<file path="src/rtl/hnrc_pkg.sv">
// ----------------------------------------------------------------------------
// hnrc_pkg
// Shared types, codes and port tables for the hierarchical route compute.
// ----------------------------------------------------------------------------
package hnrc_pkg;

  // Router levels
  localparam logic [1:0] LVL_MESH    = 2'd0;
  localparam logic [1:0] LVL_CLUSTER = 2'd1;
  localparam logic [1:0] LVL_LEAF    = 2'd2;

  // Destination kinds
  localparam logic [2:0] KIND_CSRAM = 3'd3;  // last tile-local kind
  localparam logic [2:0] KIND_CDMA  = 3'd4;
  localparam logic [2:0] KIND_EDGE  = 3'd5;

  // Port codes
  localparam logic [3:0] PORT_VERT  = 4'd0;  // mesh down / leaf up
  localparam logic [3:0] PORT_NORTH = 4'd1;
  localparam logic [3:0] PORT_EAST  = 4'd3;
  localparam logic [3:0] PORT_SOUTH = 4'd5;
  localparam logic [3:0] PORT_WEST  = 4'd7;
  localparam logic [3:0] PORT_CDMA  = 4'd8;

  localparam logic [1:0] MESH_CORNER_DOWN = 2'd2;

  localparam logic [3:0] EDGE_ROUTER [16] = '{
    4'd0, 4'd1, 4'd2, 4'd3, 4'd3, 4'd7, 4'd11, 4'd15,
    4'd15, 4'd14, 4'd13, 4'd12, 4'd12, 4'd8, 4'd4, 4'd0
  };
  localparam logic [3:0] EDGE_PORT [16] = '{
    4'd1, 4'd1, 4'd1, 4'd1, 4'd3, 4'd3, 4'd3, 4'd3,
    4'd5, 4'd5, 4'd5, 4'd5, 4'd7, 4'd7, 4'd7, 4'd7
  };
  localparam logic [3:0] MESH_CORNER_PORT [4] = '{4'd4, 4'd6, 4'd0, 4'd2};
  localparam logic [3:0] TILE_EJECT_PORT [4]  = '{4'd4, 4'd5, 4'd6, 4'd7};

  localparam int NUM_CAND = 4;

  typedef struct packed {
    logic [1:0] router_level;
    logic [5:0] router_index;
    logic [2:0] dest_kind;
    logic [5:0] dest_instance;
  } req_t;

  typedef struct packed {
    logic [3:0] port_sel;
    logic       bad_request;
  } rsp_t;

  // After decode
  typedef struct packed {
    logic       bad;
    logic [1:0] level;
    logic       hit;
    logic [3:0] local_port;
    logic [3:0] here;
    logic [3:0] tgt_mesh;
  } dec_t;

  // After distance stage
  typedef struct packed {
    logic                     bad;
    logic [1:0]               level;
    logic                     hit;
    logic [3:0]               local_port;
    logic [3:0]               step_port;
    logic [NUM_CAND-1:0][2:0] hops;
    logic [NUM_CAND-1:0]      cand_ok;
  } dst_t;

endpackage

</file>
<file path="src/rtl/hnrc_decode.sv">
// ----------------------------------------------------------------------------
// hnrc_decode
// Stage 1: range checks, target mesh router and local eject port.
// ----------------------------------------------------------------------------
module hnrc_decode (
  input  logic            clk,
  input  logic            rst_n,
  input  logic            in_valid,
  output logic            in_stall,
  input  hnrc_pkg::req_t  in_data,
  output logic            dec_valid,
  input  logic            dec_stall,
  output hnrc_pkg::dec_t  dec_data
);

  logic           valid_r;
  hnrc_pkg::dec_t data_r;
  hnrc_pkg::dec_t data_nxt;

  logic [1:0] lvl;
  logic [5:0] idx;
  logic [2:0] kind;
  logic [5:0] inst;
  logic [3:0] tgt_cluster;

  always_comb begin
    lvl  = in_data.router_level;
    idx  = in_data.router_index;
    kind = in_data.dest_kind;
    inst = in_data.dest_instance;

    tgt_cluster = (kind == hnrc_pkg::KIND_CDMA) ? inst[3:0] : inst[5:2];

    data_nxt.level = lvl;
    data_nxt.here  = idx[3:0];
    data_nxt.bad   = (lvl != hnrc_pkg::LVL_MESH && lvl != hnrc_pkg::LVL_CLUSTER &&
                      lvl != hnrc_pkg::LVL_LEAF) ||
                     (kind > hnrc_pkg::KIND_EDGE) ||
                     ((lvl == hnrc_pkg::LVL_MESH || lvl == hnrc_pkg::LVL_CLUSTER) &&
                      (idx[5:4] != 2'd0)) ||
                     ((kind == hnrc_pkg::KIND_CDMA || kind == hnrc_pkg::KIND_EDGE) &&
                      (inst[5:4] != 2'd0));
    data_nxt.tgt_mesh = (kind == hnrc_pkg::KIND_EDGE) ?
                        hnrc_pkg::EDGE_ROUTER[inst[3:0]] : tgt_cluster;

    unique case (lvl)
      hnrc_pkg::LVL_LEAF: begin
        data_nxt.hit        = (kind <= hnrc_pkg::KIND_CSRAM) && (inst == idx);
        data_nxt.local_port = {1'b0, kind} + 4'd1;
      end
      hnrc_pkg::LVL_CLUSTER: begin
        data_nxt.hit        = (kind != hnrc_pkg::KIND_EDGE) && (idx[3:0] == tgt_cluster);
        data_nxt.local_port = (kind == hnrc_pkg::KIND_CDMA) ?
                              hnrc_pkg::PORT_CDMA : hnrc_pkg::TILE_EJECT_PORT[inst[1:0]];
      end
      hnrc_pkg::LVL_MESH: begin
        data_nxt.hit        = (idx[3:0] == data_nxt.tgt_mesh);
        data_nxt.local_port = (kind == hnrc_pkg::KIND_EDGE) ?
                              hnrc_pkg::EDGE_PORT[inst[3:0]] :
                              hnrc_pkg::MESH_CORNER_PORT[hnrc_pkg::MESH_CORNER_DOWN];
      end
      default: begin
        data_nxt.hit        = 1'b0;
        data_nxt.local_port = hnrc_pkg::PORT_VERT;
      end
    endcase
  end

  assign in_stall = valid_r && dec_stall;

  always_ff @(posedge clk) begin
    if (!rst_n) begin
      valid_r <= 1'b0;
    end else if (!in_stall) begin
      valid_r <= in_valid;
    end
  end

  always_ff @(posedge clk) begin
    if (!in_stall && in_valid) begin
      data_r <= data_nxt;
    end
  end

  assign dec_valid = valid_r;
  assign dec_data  = data_r;

endmodule

</file>
<file path="src/rtl/hnrc_dist.sv">
// ----------------------------------------------------------------------------
// hnrc_dist
// Stage 2: XY step for mesh routers and distances from the cluster router's
// mesh neighbors to the target mesh router.
// ----------------------------------------------------------------------------
module hnrc_dist (
  input  logic            clk,
  input  logic            rst_n,
  input  logic            dec_valid,
  output logic            dec_stall,
  input  hnrc_pkg::dec_t  dec_data,
  output logic            dst_valid,
  input  logic            dst_stall,
  output hnrc_pkg::dst_t  dst_data
);

  logic           valid_r;
  hnrc_pkg::dst_t data_r;
  hnrc_pkg::dst_t data_nxt;

  logic [1:0] row, col, trow, tcol;
  logic [1:0] crow, ccol, dr, dc;
  logic       up, left;

  always_comb begin
    row  = dec_data.here[3:2];
    col  = dec_data.here[1:0];
    trow = dec_data.tgt_mesh[3:2];
    tcol = dec_data.tgt_mesh[1:0];

    data_nxt.bad        = dec_data.bad;
    data_nxt.level      = dec_data.level;
    data_nxt.hit        = dec_data.hit;
    data_nxt.local_port = dec_data.local_port;

    // X first, then Y
    priority if (col < tcol) begin
      data_nxt.step_port = hnrc_pkg::PORT_EAST;
    end else if (col > tcol) begin
      data_nxt.step_port = hnrc_pkg::PORT_WEST;
    end else if (row < trow) begin
      data_nxt.step_port = hnrc_pkg::PORT_SOUTH;
    end else if (row > trow) begin
      data_nxt.step_port = hnrc_pkg::PORT_NORTH;
    end else begin
      data_nxt.step_port = hnrc_pkg::PORT_VERT;
    end

    // Neighbors in port order: NW, NE, SE, SW
    for (int c = 0; c < hnrc_pkg::NUM_CAND; c++) begin
      up   = (c == 0) || (c == 1);
      left = (c == 0) || (c == 3);
      crow = up ? row - 2'd1 : row;
      ccol = left ? col - 2'd1 : col;
      dr   = (crow > trow) ? crow - trow : trow - crow;
      dc   = (ccol > tcol) ? ccol - tcol : tcol - ccol;
      data_nxt.hops[c]    = {1'b0, dr} + {1'b0, dc};
      data_nxt.cand_ok[c] = !(up && row == 2'd0) && !(left && col == 2'd0);
    end
  end

  assign dec_stall = valid_r && dst_stall;

  always_ff @(posedge clk) begin
    if (!rst_n) begin
      valid_r <= 1'b0;
    end else if (!dec_stall) begin
      valid_r <= dec_valid;
    end
  end

  always_ff @(posedge clk) begin
    if (!dec_stall && dec_valid) begin
      data_r <= data_nxt;
    end
  end

  assign dst_valid = valid_r;
  assign dst_data  = data_r;

endmodule

</file>
<file path="src/rtl/hnrc_select.sv">
// ----------------------------------------------------------------------------
// hnrc_select
// Stage 3: nearest-neighbor pick and final port mux into the output register.
// ----------------------------------------------------------------------------
module hnrc_select (
  input  logic            clk,
  input  logic            rst_n,
  input  logic            dst_valid,
  output logic            dst_stall,
  input  hnrc_pkg::dst_t  dst_data,
  output logic            out_valid,
  input  logic            out_stall,
  output hnrc_pkg::rsp_t  out_data
);

  logic           valid_r;
  hnrc_pkg::rsp_t data_r;
  hnrc_pkg::rsp_t data_nxt;

  logic [2:0] best_d;
  logic [1:0] best_c;

  always_comb begin
    // lowest port wins a tie: strict compare in ascending order
    best_d = 3'd7;
    best_c = 2'd0;
    for (int c = 0; c < hnrc_pkg::NUM_CAND; c++) begin
      if (dst_data.cand_ok[c] && dst_data.hops[c] < best_d) begin
        best_d = dst_data.hops[c];
        best_c = 2'(c);
      end
    end

    data_nxt.bad_request = dst_data.bad;
    if (dst_data.bad) begin
      data_nxt.port_sel = hnrc_pkg::PORT_VERT;
    end else if (dst_data.hit) begin
      data_nxt.port_sel = dst_data.local_port;
    end else begin
      unique case (dst_data.level)
        hnrc_pkg::LVL_LEAF:    data_nxt.port_sel = hnrc_pkg::PORT_VERT;
        hnrc_pkg::LVL_CLUSTER: data_nxt.port_sel = {2'b00, best_c};
        hnrc_pkg::LVL_MESH:    data_nxt.port_sel = dst_data.step_port;
        default:               data_nxt.port_sel = hnrc_pkg::PORT_VERT;
      endcase
    end
  end

  assign dst_stall = valid_r && out_stall;

  always_ff @(posedge clk) begin
    if (!rst_n) begin
      valid_r <= 1'b0;
    end else if (!dst_stall) begin
      valid_r <= dst_valid;
    end
  end

  always_ff @(posedge clk) begin
    if (!dst_stall && dst_valid) begin
      data_r <= data_nxt;
    end
  end

  assign out_valid = valid_r;
  assign out_data  = data_r;

endmodule

</file>
<file path="src/rtl/hier_noc_route_compute.sv">
// Three pipeline stages (decode, distance, select): a request passes their
// registers in order before its result shows on out_valid. Throughput: one
// request per cycle unless a held output backs up to the input. Each stage has
// its own valid bit, so a stalled output only backs up stages that hold data.
// Reset (rst_n low, synchronous) clears valid bits, not payload registers.
// ----------------------------------------------------------------------------
// hier_noc_route_compute
// Output-port computation for a hierarchical 4x4 network on chip.
// ----------------------------------------------------------------------------
module hier_noc_route_compute (
  input  logic            clk,
  input  logic            rst_n,
  input  logic            in_valid,
  output logic            in_stall,
  input  hnrc_pkg::req_t  in_data,
  output logic            out_valid,
  input  logic            out_stall,
  output hnrc_pkg::rsp_t  out_data
);

  logic           dec_valid, dec_stall;
  hnrc_pkg::dec_t dec_data;
  logic           dst_valid, dst_stall;
  hnrc_pkg::dst_t dst_data;

  hnrc_decode u_decode (
    .clk       (clk),
    .rst_n     (rst_n),
    .in_valid  (in_valid),
    .in_stall  (in_stall),
    .in_data   (in_data),
    .dec_valid (dec_valid),
    .dec_stall (dec_stall),
    .dec_data  (dec_data)
  );

  hnrc_dist u_dist (
    .clk       (clk),
    .rst_n     (rst_n),
    .dec_valid (dec_valid),
    .dec_stall (dec_stall),
    .dec_data  (dec_data),
    .dst_valid (dst_valid),
    .dst_stall (dst_stall),
    .dst_data  (dst_data)
  );

  hnrc_select u_select (
    .clk       (clk),
    .rst_n     (rst_n),
    .dst_valid (dst_valid),
    .dst_stall (dst_stall),
    .dst_data  (dst_data),
    .out_valid (out_valid),
    .out_stall (out_stall),
    .out_data  (out_data)
  );

  // Flagged requests carry port 0
  a_bad_port_zero : assert property (@(posedge clk) disable iff (!rst_n)
    out_valid && out_data.bad_request |-> out_data.port_sel == hnrc_pkg::PORT_VERT)
    else $error("bad request with nonzero port");

  a_port_range : assert property (@(posedge clk) disable iff (!rst_n)
    out_valid |-> out_data.port_sel <= hnrc_pkg::PORT_CDMA)
    else $error("port out of range");

  // Input backs up only when every stage is full and the output is held
  a_stall_full : assert property (@(posedge clk) disable iff (!rst_n)
    in_stall |-> out_valid && out_stall && dec_valid && dst_valid)
    else $error("input stalled with a bubble in the pipeline");

  a_reset_clear : assert property (@(posedge clk)
    !rst_n |=> !out_valid && !dec_valid && !dst_valid)
    else $error("valid bits not cleared by reset");

endmodule

</file>
<file path="config.mk">
export PLATFORM = sky130hd
export DESIGN_NAME = hier_noc_route_compute
export DESIGN_NICKNAME = d
export VERILOG_FILES = /design/src/rtl/hnrc_pkg.sv /design/src/rtl/hnrc_decode.sv /design/src/rtl/hnrc_dist.sv /design/src/rtl/hnrc_select.sv /design/src/rtl/hier_noc_route_compute.sv
export SDC_FILE = /design/constraint.sdc
export NUM_CORES = 1
export LEC_CHECK = 0
export BUFFER_PORTS_ARGS = -buffer_cell sky130_fd_sc_hd__clkbuf_2
export CORE_MARGIN = 5
export CORE_UTILIZATION = 60
export DETAILED_ROUTE_END_ITERATION = 7
export GPL_TIMING_DRIVEN = 0
export PLACE_DENSITY = 0.83
export SYNTH_ARGS = -nofsm -noshare
export SYNTH_HDL_FRONTEND = slang
export SYNTH_HIERARCHICAL = 1
export SYNTH_SLANG_ARGS = --single-unit
</file>
<file path="constraint.sdc">
create_clock -name clk -period 3.9 [get_ports clk]
set_input_delay 0.195 -clock clk [delete_from_list [all_inputs] [get_ports clk]]
set_output_delay 0.195 -clock clk [all_outputs]
set_load 0.05 [all_outputs]
</file>
==> impl_metrics.toml, run 1 <==
[routing]
route.detailed.drc = 0
first_pass_iters = 6
wirelength_mm = 6.37
drtIter0Drc = 178
num_vias = 2406
final_antenna_net_count = 0
wl_per_cell_um = 15.2
viasPerCell = 5.76

[grt]
overflow = 0
antenna_found_initial = 0
gr-usage-all-layers_pct = 18.5
grt_max_degree = 23
grt_pass1_vias = 2384
grt_pass1_wl_mm = 10.9

[logic_synthesis]
yosysSeqAreaShare_pct = 42.9
netlist_area_sq_mm = 0.00343
yosys.cell_types.count = 69
synth_top_area_share_pct = 41.2
synth_enable_flop_cells = 47
syn_nets = 367
synth.area.top_cells = "edfxtp_1 (41%), ha_1 (9.5%), fa_1 (4.7%), inv_1 (3.2%), a21oi_1 (2.3%)"
synth.avg_cell_area_sq_um = 11.0
synthFlopType = "edfxtp_1"
async_reset_ff_share_pct = 0
synth_seq_cells = 50
ys_warn_count = 6
synthCells = 312
yosysTopAreaCell = "edfxtp_1"

[floorplan]
start_util_pct = 61.9
die-area_sq_mm = 0.00733
die_w_um = 85.6
placementRows = 27
boundaryPins = 28
die_y_um = 85.6
core_area_sq_mm = 0.00554

[timing]
worst-slew-pin-transition_ns = 0.811
relSlewSlack_pct = 45.7
whs_ns = 0.0808
fin_setup_tns_ns = 0
setup_viol = 0
slew_violations = 0
finalCriticalPeriod_ns = 3.64
hold_viol = 0
max_freq_ghz = 0.275
rsz0062_at_grt = "no"
finalCritPeriodShare_pct = 93.2
skew_ns = 0.0112

[layout]
fillers = 427
antennaDiodeCount = 0
areaGrowthSynthToFinish_pct = 9.92
drive_gt1_share_pct = 19.7
mostFrequentLayoutCells = "edfxtp_1 (47), inv_1 (29), ha_1 (26)"
finalNetCount = 400
layout_commonest_cell = "edfxtp_1"

[setup_path]
reg2reg_depth = 15
path_class = "register to register"
startpoint_type = "register"
critPathMaxFanout = 6
cp-end-kind = "register"
worstPathRequired_ns = 4.06
cp.arrival_ns = 3.80

[pwr]
ir_worst_vdd_v = 0.000180
power.density_mw_per_mm2 = 391
finalPower_mw = 1.48
leakagePower_nw = 1.53

[placement]
io_buffers = 25
dp_hpwl_mm = 5.09
globalplace.congestion = 0.877

[cts]
cts_root_buffer = "clkbuf_8"
cts_tree = "yes"
htreeDepth = 2
clock_path_buffers = 2
cts_setup_buffers = 0
cts_buffers = 5
clkLatencyLatePin_ns = 0.30
numClockSinks = 50
cts.reportedPaths.clkPinSlew_ns = 0.10
cts_hold_buf = 0
post_cts_resized = 0

[run]
drv_cap = 0

[hold_path]
whs_path_depth = 1
hold_path.class = "input pin to register"

[outcome]
outcome = "complete, no violations"
report_power, final:
group | switching (mW) | internal [mW]
Sequential | 0.0335 | 0.665
Clock | 0.173 | 0.128
Combinational | 0.269 | 0.207
critical path, stage by stage (launching register included):
cell      delay (ns)
edfxtp_1        0.47
and2b_4         0.29
o22ai_1         0.08
a21oi_1         0.19
ha_1            0.29
o21ai_0         0.15
nand2_1         0.17
o31a_1          0.17
a31oi_4         0.18
mux2_4          0.32
ha_1            0.29
o21ai_0         0.24
nand2_1         0.10
o41a_1          0.13
a2111o_1        0.37
o211ai_2        0.06
cell families (layout without fill, tap and decap cells):
kind of cell / count (synthesis) / after routing / share of synthesized area (%)
AND/OR/NAND/NOR: 92 / 92 / 14.9
XOR/XNOR: 10 / 10 / 2.55
buffers and inverters: 40 / 74 / 5.47
AO/OA/AOI/OAI: 76 / 76 / 17.2
flip-flops: 50 / 50 / 42.9
multiplexers: 7 / 7 / 2.26
adder cells (fa/ha/maj): 35 / 35 / 14.5
other: 2 / 2 / 0.219
flip-flops by register name (all words and copies together) (netlist names):
| signal | flops |
|---|---|
| u_select/out_data | 5 |
| u_select/out_valid | 1 |
| u_dist/dst_data | 26 |
| u_decode/dec_valid | 1 |
| u_decode/dec_data | 16 |
| u_dist/dst_valid | 1 |
per-layer routing:
metal  track usage [%]  part of all wire (%)
met1              23.5                    42
met2              30.8                    50
met3              3.75                   5.6
met4              7.63                   2.3
met5                 0                     0
final timing paths:
check | endpoint | slack (ns) | startpoint
setup reg to reg | u_select/out_data[1] | 0.26 | u_dist/dst_data[8]
hold reg to reg | u_dist/dst_data[24] | 0.42 | u_decode/dec_data[12]
hold / removal | u_decode/dec_data[14] | 0.08 | in_data[16]
setup / recovery | u_select/out_data[1] | 0.26 | u_dist/dst_data[8]
stage by stage:
stage               setup slack [ns]  instance area [sq um]  util, %  instances
detailed placement             0.292                   3670     66.3        410
global route                  0.0233                   3770     68.0        418
finish                         0.264                   3770     68.0        418
CTS                            0.263                   3770     68.0        418
global placement               0.359                   3640     65.8        409
floorplan                      0.628                   3430        -        312
final cells by class:
cell class	instances	area, sq um	area share (%)
multi-input combinational	222	1780	47.1
buffer	10	75.1	1.99
inverter	30	113	2.99
clock buffer	5	68.8	1.83
timing repair buffer	26	153	4.05
sequential	50	1470	39.0
tap	72	90.1	2.39
clock inverter	3	23.8	0.631
cell usage after synthesis (all sizes together) (2+ instances only):
master,instances
xnor2,4
o211ai,6
fa,8
ha,26
nor4,2
o21a,5
inv,30
o22ai,4
mux2i,4
o31ai,2
edfxtp,47
nand3,9
and2b,2
buf,9
a22oi,2
nand3b,2
and2,5
a21oi,16
and3b,3
nor3,3
a311oi,3
o221ai,2
dfxtp,3
nor2b,11
a32oi,3
xor2,6
a31oi,5
mux2,3
a211oi,3
nand2,17
nor2,20
nand2b,11
o21ai,14
conb,2
Note: power is estimated with default switching activity, not from simulation.
==> inputs of run 2 (changes only) <==
--- a/config.mk
+++ b/config.mk
@@ -6,11 +6,14 @@
 export NUM_CORES = 1
 export LEC_CHECK = 0
 export BUFFER_PORTS_ARGS = -buffer_cell sky130_fd_sc_hd__clkbuf_2
+export CELL_PAD_IN_SITES_DETAIL_PLACEMENT = 1
+export CELL_PAD_IN_SITES_GLOBAL_PLACEMENT = 2
 export CORE_MARGIN = 5
-export CORE_UTILIZATION = 60
+export CORE_UTILIZATION = 40
 export DETAILED_ROUTE_END_ITERATION = 7
 export GPL_TIMING_DRIVEN = 0
 export PLACE_DENSITY = 0.83
+export SKIP_CTS_REPAIR_TIMING = 1
 export SYNTH_ARGS = -nofsm -noshare
 export SYNTH_HDL_FRONTEND = slang
 export SYNTH_HIERARCHICAL = 1
==> run 2 against run 1 <==
Compared with the run above:
- maximum frequency increased by 2.4%
- design area increased by 1.1%
- core utilization is 22 points lower
- sequential power about the same
- sequential share of layout area down 0.42 points
- cell count is 8.4% higher
- routed wire length increased by 14%
==> impl_metrics.toml, run 2 (synthesis results as in run 1) <==
[grt]
met3_usage_pct = 2.03
antenna_found_initial = 0
grt_pass1_vias = 2551
gr-usage-all-layers_pct = 14.6
overflow = 0
grt_util_met2_pct = 27.9
grt_pass1_wl_mm = 12.1
busiest_layer = "met2"
grt_max_degree = 22
grt_use_met1_pct = 17.1

[floorplan]
start_util_pct = 41.3
placementRows = 33
die_y_um = 103
die_w_um = 103
die-area_sq_mm = 0.0105
core_area_sq_mm = 0.00830
boundaryPins = 28

[layout]
layout_commonest_cell = "edfxtp_1"
seqCellArea_sq_mm = 0.00147
mostFrequentLayoutCells = "edfxtp_1 (47), inv_1 (29), ha_1 (26)"
largest_reg_flops = 26
finalInstanceArea_sq_mm = 0.00381
drive_gt1_share_pct = 19.8
utilization_pct = 45.9
areaGrowthSynthToFinish_pct = 11.1
final_cells = 453
fillers = 954
antennaDiodeCount = 0
finalNetCount = 402
multi_input_area_sq_mm = 0.00177

[timing]
fin_setup_tns_ns = 0
relSlewSlack_pct = 13.2
finalCritPeriodShare_pct = 91.1
setup_viol = 0
max_freq_ghz = 0.282
skew_ns = 0.0144
slew_violations = 0
hold_viol = 0
worst-slew-pin-transition_ns = 1.30
rsz0062_at_grt = "no"
finalCriticalPeriod_ns = 3.55

[pwr]
leakagePower_nw = 1.53
ir_worst_vdd_v = 0.000156
finalPower_mw = 1.48
power.density_mw_per_mm2 = 389

[cts]
cts_buffers = 5
clkLatencyLatePin_ns = 0.30
clock_path_buffers = 2
cts_tree = "yes"
numClockSinks = 50
cts_root_buffer = "clkbuf_8"
cts.reportedPaths.clkPinSlew_ns = 0.10
htreeDepth = 2

[setup_path]
cp.arrival_ns = 3.71
crit_slowest_cell = "edfxtp_1"
cp-end-kind = "register"
crit_chain = "and2b_4 > o22ai_1 > a21oi_1 > ha_1 > o21ai_0 > nand2_1 > buf_4 > a31oi_4 > mux2_4 > ha_1 > o21ai_1 > nand2_1 > o41a_1 > a2111o_1 > o211ai_2"
path_class = "register to register"
cp.buffers_inverters = 1
critPathMaxFanout = 6
worstPathRequired_ns = 4.06
crit_family = "compound AO/OA/AOI/OAI gates"
r2r_start = "u_dist/dst_data[8]"
slowest_delay_ns = 0.47
critPathLaunch = "u_dist/dst_data[8]"
startpoint_type = "register"

[placement]
io_buffers = 25
post_dp_cell_area_sq_mm = 0.00370
place_inst = 443
globalplace.congestion = 0.786
dp_hpwl_mm = 6.04

[routing]
first_pass_iters = 4
wl_per_cell_um = 16.0
wirelength_mm = 7.26
route.detailed.drc = 0
viasPerCell = 5.25
final_antenna_net_count = 0
num_vias = 2378
drtIter0Drc = 74

[outcome]
outcome = "complete, no violations"

[hold_path]
min_from = "in_data[16]"
hold_path.class = "input pin to register"

[run]
drv_cap = 0
[run 2: cell count changes in the layout (fill, tap and decap cells not counted), sizes merged]
cell  change
buf       +2
[run 2: where the power goes]
group | switching [mW] | leakage (nW) | internal, mW | total (mW)
clock network | 0.175 | 0.0408 | 0.128 | 0.303
registers | 0.0350 | 0.465 | 0.665 | 0.700
logic | 0.271 | 1.03 | 0.210 | 0.481
[run 2: path summary, 6_finish.rpt]
path	endpoint	slack [ns]	depth (start not counted)
setup / recovery	u_select/out_data[1]	0.35	15
hold reg to reg	u_dist/dst_data[21]	0.43	0
hold / removal	u_decode/dec_data[14]	0.08	1
setup reg to reg	u_select/out_data[1]	0.35	15
[run 2: cell type report]
type                            instances  share of cell area (%)
Multi-Input combinational cell        222                    46.5
Clock inverter                          3                   0.624
Buffer                                 10                    1.97
Tap cell                              105                    3.45
Inverter                               30                    2.95
Timing Repair Buffer                   28                    4.07
Clock buffer                            5                    1.81
Sequential cell                        50                    38.6
[run 2: worst reg2reg max path, cell delays in order, from the launching register on]
cell and delay [ns]:
edfxtp_1 0.47, and2b_4 0.30, o22ai_1 0.08, a21oi_1 0.20, ha_1 0.28, o21ai_0 0.18
nand2_1 0.10, buf_4 0.16, a31oi_4 0.19, mux2_4 0.32, ha_1 0.30, o21ai_1 0.19
nand2_1 0.08, o41a_1 0.13, a2111o_1 0.38, o211ai_2 0.07
[run 2: metal layers]
layer | vias to the layer above | part of all wire, %
met2 | 21 | 54
met5 | - | 0
li1 | 1198 | -
met4 | 0 | 0.67
met3 | 2 | 1.6
met1 | 1157 | 44
[run 2: per-stage QoR]
stage	setup WS, ns	hold WS (ns)
4_1_cts	0.152	0.0731
3_5_place_dp	0.186	0.390
6_report	0.349	0.0849
5_1_grt	0.0739	0.0673
2_1_floorplan	0.628	0.294
3_3_place_gp	0.297	0.391
